--- src/rtl/core/scr_pkg.sv ---
`timescale 1ns / 1ps
// Shared types, constants and helper functions for the stereo comb reverb.
// Used by every module of the block; depends on nothing.
package scr_pkg;

  localparam int DATA_W       = 32;
  localparam int SAMPLE_W     = 16;
  localparam int CFG_IDX_W    = 3;
  localparam int CFG_DATA_W   = 16;
  localparam int ATTN_W       = 3;
  localparam int LEN_A_W      = 15;
  localparam int LEN_B_W      = 15;
  localparam int LEN_C_W      = 14;
  localparam int LEN_D_W      = 13;

  localparam int LINE_A_DEPTH_DEF = 16384;
  localparam int LINE_B_DEPTH_DEF = 16384;
  localparam int LINE_C_DEPTH_DEF = 8192;
  localparam int LINE_D_DEPTH_DEF = 4096;

  localparam int HP_DLY_DEPTH = 32;
  localparam int HP_AVG_DEPTH = 64;
  localparam int LP_DEPTH     = 8;

  localparam logic [ATTN_W-1:0]  ATTN_RESET  = 3'd3;
  localparam logic [LEN_A_W-1:0] LEN_A_RESET = 15'd441;
  localparam logic [LEN_B_W-1:0] LEN_B_RESET = 15'd337;
  localparam logic [LEN_C_W-1:0] LEN_C_RESET = 14'd237;
  localparam logic [LEN_D_W-1:0] LEN_D_RESET = 13'd162;

  // Configuration register indexes.
  typedef enum logic [CFG_IDX_W-1:0] {
    CFG_ENABLE = 3'd0,
    CFG_ATTN   = 3'd1,
    CFG_LEN_A  = 3'd2,
    CFG_LEN_B  = 3'd3,
    CFG_LEN_C  = 3'd4,
    CFG_LEN_D  = 3'd5
  } scr_cfg_e;

  // Per-request control shared by all storage units.
  typedef struct packed {
    logic clr;  // configuration write, return to the cleared state
    logic rd;   // request accepted with reverb on, read and advance
    logic wr;   // request leaves the compute stage with reverb on, write back
  } scr_ctrl_t;

  // Arithmetic right shift of a 32-bit word.
  function automatic logic [DATA_W-1:0] asr32(input logic [DATA_W-1:0] u,
                                              input logic [ATTN_W-1:0] s);
    logic signed [DATA_W-1:0] t;
    t = signed'(u);
    return DATA_W'(t >>> s);
  endfunction

endpackage

--- src/rtl/core/scr_hpf.sv ---
`timescale 1ns / 1ps
// Echo high-pass: 32-tap delay of half the echo minus a 64-tap moving sum
// of echo/128. Depends on scr_pkg for the control struct and asr32.
module scr_hpf import scr_pkg::*; (
  input  logic              clk_i,
  input  logic              rst_ni,
  input  scr_ctrl_t         ctrl_i,
  input  logic [DATA_W-1:0] echo_i,
  output logic [DATA_W-1:0] echodly_o
);

  localparam int DLY_AW = $clog2(HP_DLY_DEPTH);
  localparam int AVG_AW = $clog2(HP_AVG_DEPTH);

  logic [DATA_W-1:0] dly_mem [HP_DLY_DEPTH];
  logic [DATA_W-1:0] avg_mem [HP_AVG_DEPTH];
  logic [DATA_W-1:0] dly_rd_q, avg_rd_q;
  logic [DLY_AW-1:0] dly_pos_q, dly_addr_q;
  logic [AVG_AW-1:0] avg_pos_q, avg_addr_q;
  logic              dly_wrap_q, avg_wrap_q, dly_fill_q, avg_fill_q;
  logic [DATA_W-1:0] sum_q, sum_d;
  logic [DATA_W-1:0] dly_val, avg_val, rnd, quot;

  always_comb begin
    dly_val = dly_fill_q ? dly_rd_q : '0;
    avg_val = avg_fill_q ? avg_rd_q : '0;
    // Division by 128 truncating toward zero: bias negative values first.
    rnd     = echo_i + (echo_i[DATA_W-1] ? DATA_W'(127) : '0);
    quot    = asr32(rnd, 3'd7);
    sum_d   = sum_q - avg_val + quot;
  end

  assign echodly_o = dly_val - sum_d;

  always_ff @(posedge clk_i or negedge rst_ni) begin
    if (!rst_ni) begin
      dly_pos_q  <= '0;
      avg_pos_q  <= '0;
      dly_wrap_q <= 1'b0;
      avg_wrap_q <= 1'b0;
      dly_fill_q <= 1'b0;
      avg_fill_q <= 1'b0;
      sum_q      <= '0;
    end else if (ctrl_i.clr) begin
      dly_pos_q  <= '0;
      avg_pos_q  <= '0;
      dly_wrap_q <= 1'b0;
      avg_wrap_q <= 1'b0;
      dly_fill_q <= 1'b0;
      avg_fill_q <= 1'b0;
      sum_q      <= '0;
    end else begin
      if (ctrl_i.rd) begin
        dly_pos_q  <= dly_pos_q + 1'b1;
        avg_pos_q  <= avg_pos_q + 1'b1;
        dly_wrap_q <= dly_wrap_q | (dly_pos_q == '1);
        avg_wrap_q <= avg_wrap_q | (avg_pos_q == '1);
        dly_fill_q <= dly_wrap_q;
        avg_fill_q <= avg_wrap_q;
      end
      if (ctrl_i.wr) begin
        sum_q <= sum_d;
      end
    end
  end

  always_ff @(posedge clk_i) begin
    if (ctrl_i.rd) begin
      dly_rd_q   <= dly_mem[dly_pos_q];
      avg_rd_q   <= avg_mem[avg_pos_q];
      dly_addr_q <= dly_pos_q;
      avg_addr_q <= avg_pos_q;
    end
    if (ctrl_i.wr) begin
      dly_mem[dly_addr_q] <= asr32(echo_i, 3'd1);
      avg_mem[avg_addr_q] <= quot;
    end
  end

endmodule

--- config.mk ---
export PLATFORM = sky130hd
export DESIGN_NAME = scr_hpf
export DESIGN_NICKNAME = d
export VERILOG_FILES = /design/src/rtl/core/scr_pkg.sv /design/src/rtl/core/scr_hpf.sv
export SDC_FILE = /design/constraint.sdc
export NUM_CORES = 2
export LEC_CHECK = 0
export ABC_CLOCK_PERIOD_IN_PS = 16730
export BUFFER_PORTS_ARGS = -buffer_cell sky130_fd_sc_hd__clkbuf_2
export CAP_MARGIN = 15
export CORE_MARGIN = 2
export CORE_UTILIZATION = 65
export CTS_CLUSTER_DIAMETER = 120
export DETAILED_ROUTE_END_ITERATION = 7
export GPL_ROUTABILITY_DRIVEN = 0
export GPL_TIMING_DRIVEN = 0
export PLACE_DENSITY = 0.91
export SYNTH_ARGS = -nofsm -noshare
export SYNTH_HDL_FRONTEND = slang
export SYNTH_SLANG_ARGS = --single-unit
--- constraint.sdc ---
create_clock -name clk_i -period 16.73 [get_ports clk_i]
set_input_delay 2.5095 -clock clk_i [delete_from_list [all_inputs] [get_ports clk_i]]
set_output_delay 2.5095 -clock clk_i [all_outputs]
set_load 0.005 [all_outputs]
==> metrics.md <==
| Metric | Value |
|---|---|
| Syn avg cell area | 22.6 µm² |
| DR vias/cell | 7.88 |
| Tot GR Track Use | 42.0% |
| Final period utilization | 91.1% |
| Complex-gate fraction of the synthesized area | 1.21% |
| Die width | approximately 410 µm |
| Slew HR | 9.32% |
| Register area share after synthesis | 75.3% |
| Worst skew pair latency | 0.98 ns |
| Synth unique cells | 70 |
| Final net count | 5,333 |
| IO buf count | 67 |
| Final setup violation count | 0 |
| # Max-Cap Violations | 0 |
| Violated checks | design-rule violations |
| Synthesized area | 108,000 µm² |
| Vias in the first global route | 59,900 |
| WL final | 354,000 µm |
| Place WS | 2.23 ns |
| Worst-Margin Slew | 1.36 ns |
| Reg clk slew, reported paths | roughly 0.07 ns |
| Crit-path leading delay family | compound AO/OA/AOI/OAI gates |
| First-pass GRT wire length | 478,000 µm |
| Final Core Density | 73.9% |
| Initial Utilization | 65.4% |
| Setup ws final | 1.48 ns |
| Post-synthesis xor/xnor area fraction | 0.779% |
| Max Slew Vio Count | 0 |
| Post-Synth Simple-Gate Area | 1.89% |
| TritonCTS clock tree | yes |
| RSZ-0062 raised after global routing | false |
| Number of enable flip-flop cells after synthesis | 2,659 |
| Die Y | 411 µm |
| Worst min path class | reg2reg |
| CP Launch Type | input port |
| Fmax | about 66 MHz |
| Status | complete, but fails checks |
| Hold Vio Cnt, Final | 0 |
| Ys Warns | 0 |
| Hold-fix buffers, CTS | 0 |
| Seq cells post-synth | roughly 2,700 |
| CP required | 14.22 ns |
| # clock sinks | 2,706 |
| Core footprint | 165,000 µm² |
| TritonCTS buffer count | between 200 and 300 |
| Initial antenna violation count | 40 |
| Worst VDD drop | 0.166 mV |
| Die Area | between 150,000 and 200,000 µm² |
| Post-DRT Antenna Nets | 0 |
| Worst path bufs/invs | 4 |
| H-Tree Depth | 5 |
| Post-cts resize count | 0 |
| CP max stage delay | 0.69 ns |
| Hold_ws | 0.452 ns |
| Critical Path Slowest Stage Cell | nor3_1 |
| # rows | between 100 and 150 |
| CP endpoint kind | output pin |
| Pleak | 37.9 nW |
| Mux share of post-synthesis cell area | between 10% and 20% |
| I/O pins | between 60 and 70 |
| Layout cell share with drive strength beyond 1 | 29.6% |
| TritonRoute pass-1 iters | 8 |
| Fillers | a little under 8,000 |
| Largest net degree at the start of global routing | 65 |
| CP Class | in2out |
| Vias | roughly 60,000 |
| Pwr dens | 133 nW/µm² |
| DR iter-0 viols | 11,700 |
| Post-synth ARST share | 1.74% |
| Clock skew | 0.0633 ns |
| Clk root buf | clkbuf_16 |
| DR DRC count | 2 |
| Syn_nets | 4,900 |
| Wirelength per Cell | 46.8 µm |
| Syn Inst Count | 4,759 |
| Setup TNS | 0 ns |
| Post-CTS Setup Inserts | 0 |
| Crit path time final | 15.25 ns |
| Adder-Cell Fraction of Synth Area | 1.43% |
| CTS max path bufs | 4 |
| Worst Path Max Fanout | 40 |
| Area delta synth->final | 13.0% |
| Post-DP HPWL | 200,000 µm |
| Primary FF master, synth | edfxtp_1 |
| GRT overflow | 0 |
| Critical Path AT | 12.74 ns |
| Main combinational cell family by area after synthesis | multiplexers |
==> final timing paths <==
| check | start | end | slack, ns | cells past startpoint |
|---|---|---|---|---|
| setup / recovery | echo_i[31] | echodly_o[30] | 1.48 | 33 |
| hold / removal | avg_pos_q[4]$_DFFE_PN0P_ | avg_addr_q[4]$_DFFE_PP_ | 0.45 | 0 |
| setup reg to reg | avg_fill_q$_DFFE_PN0P_ | sum_q[17]$_DFFE_PN0P_ | 11.80 | 15 |
| hold reg to reg | avg_pos_q[4]$_DFFE_PN0P_ | avg_addr_q[4]$_DFFE_PP_ | 0.45 | 0 |
| max in group asynchronous | rst_ni | sum_q[8]$_DFFE_PN0P_ | 14.30 | 2 |
| min in group asynchronous | rst_ni | sum_q[5]$_DFFE_PN0P_ | 1.72 | 1 |
==> through the flow <==
step	cell area [µm²]	instances	total power, W
global route	122000	7566	0.0164
detailed placement	113000	7086	0.0100
global placement	111000	7015	0.00984
finish	122000	7578	0.0162
CTS	121000	7547	0.0160
floorplan	108000	4759	0.00909
==> final cells by class <==
class                      instances  area (µm²)  share of cell area (%)
sequential                      2706       81000                    66.6
multi-input combinational       1695       25900                    21.3
clock buffer                     341        7340                    6.03
tap                             2189        2740                    2.25
timing repair buffer             155        2110                    1.73
clock inverter                   120         975                   0.801
buffer                           225         966                   0.794
inverter                         133         499                   0.410
antenna                           14        35.0                  0.0288
==> report_power, final <==
| part | leakage (nW) | internal, W | switching [W] |
|---|---|---|---|
| registers | 24.6 | 0.00754 | 0.0000374 |
| clock network | 4.06 | 0.00334 | 0.00270 |
| logic | 9.24 | 0.000901 | 0.00168 |
| total | 37.9 | 0.0118 | 0.00442 |
==> worst register-to-register path: cells and delay by family, from the launching register on <==
kind            cells  cell delay, ns
simple gates        4            1.09
xor+xnor            1            0.50
fa+ha+maj           2            0.69
mux                 1            0.23
flops               1            0.57
buf+inv             3            0.68
compound gates      4            1.02
==> layer usage <==
layer	global-route usage (%)	wire length, µm
met5	0	365
met4	33.7	40200
met3	12.4	47400
met2	68.1	171000
met1	46.5	95800
==> cells in the final DEF (no fill, tap or decap), types with 38 or more instances in the layout <==
cell type  instances
nand2_1           54
nor2_4            94
mux4_2           835
mux2_2            38
clkbuf_2          66
clkinv_2          38
buf_12            52
ha_1              72
clkinv_1          48
clkbuf_1         183
nor2_1            67
edfxtp_1        2659
xnor2_1           52
a21oi_1           61
clkbuf_16        283
and2_1            60
buf_2             55
inv_1            113
dfrtp_1           47
==> cells in the mapped netlist, drive strengths merged (5+ instances only) <==
library cell,instances,share of area (%)
edfxtp,2659,74
nor2,161,0.56
nand2,55,0.19
a21oi,61,0.28
xor2,39,0.32
o22ai,5,0.029
a211oi,10,0.074
o21bai,7,0.049
fa,32,0.60
and3,8,0.049
nand2b,13,0.076
xnor2,54,0.44
mux2,38,0.40
nand3b,9,0.063
dfrtp,47,1.1
o21ai,37,0.18
o211ai,5,0.035
clkbuf,129,0.45
nand4,16,0.093
o21a,9,0.063
a31oi,7,0.055
a21o,28,0.20
buf,96,0.45
ha,72,0.84
nor2b,26,0.15
nor3,9,0.047
mux4,835,17
nand3,23,0.11
and2,60,0.35
mux2i,18,0.17
or3,11,0.064
inv,133,0.46
==> sequential cells by signal, indices dropped and copies added, names as in the netlist, 5 cells and up <==
| register | count |
|---|---|
| dly_pos_q | 5 |
| sum_q | 32 |
| dly_rd_q | 31 |
| avg_pos_q | 6 |
| avg_mem | 1600 |
| avg_addr_q | 6 |
| dly_mem | 992 |
| dly_addr_q | 5 |
| avg_rd_q | 25 |
==> kinds of logic (layout without fill, tap and decap cells) <==
group / count (synthesis) / after routing
other: 0 / 14
flip-flops: 2706 / 2706
XOR/XNOR: 94 / 94
AND/OR/NAND/NOR: 408 / 408
adder cells (fa/ha/maj): 104 / 104
buffers and inverters: 358 / 974
AO/OA/AOI/OAI: 198 / 198
multiplexers: 891 / 891
(Power assumes the default switching activity.)
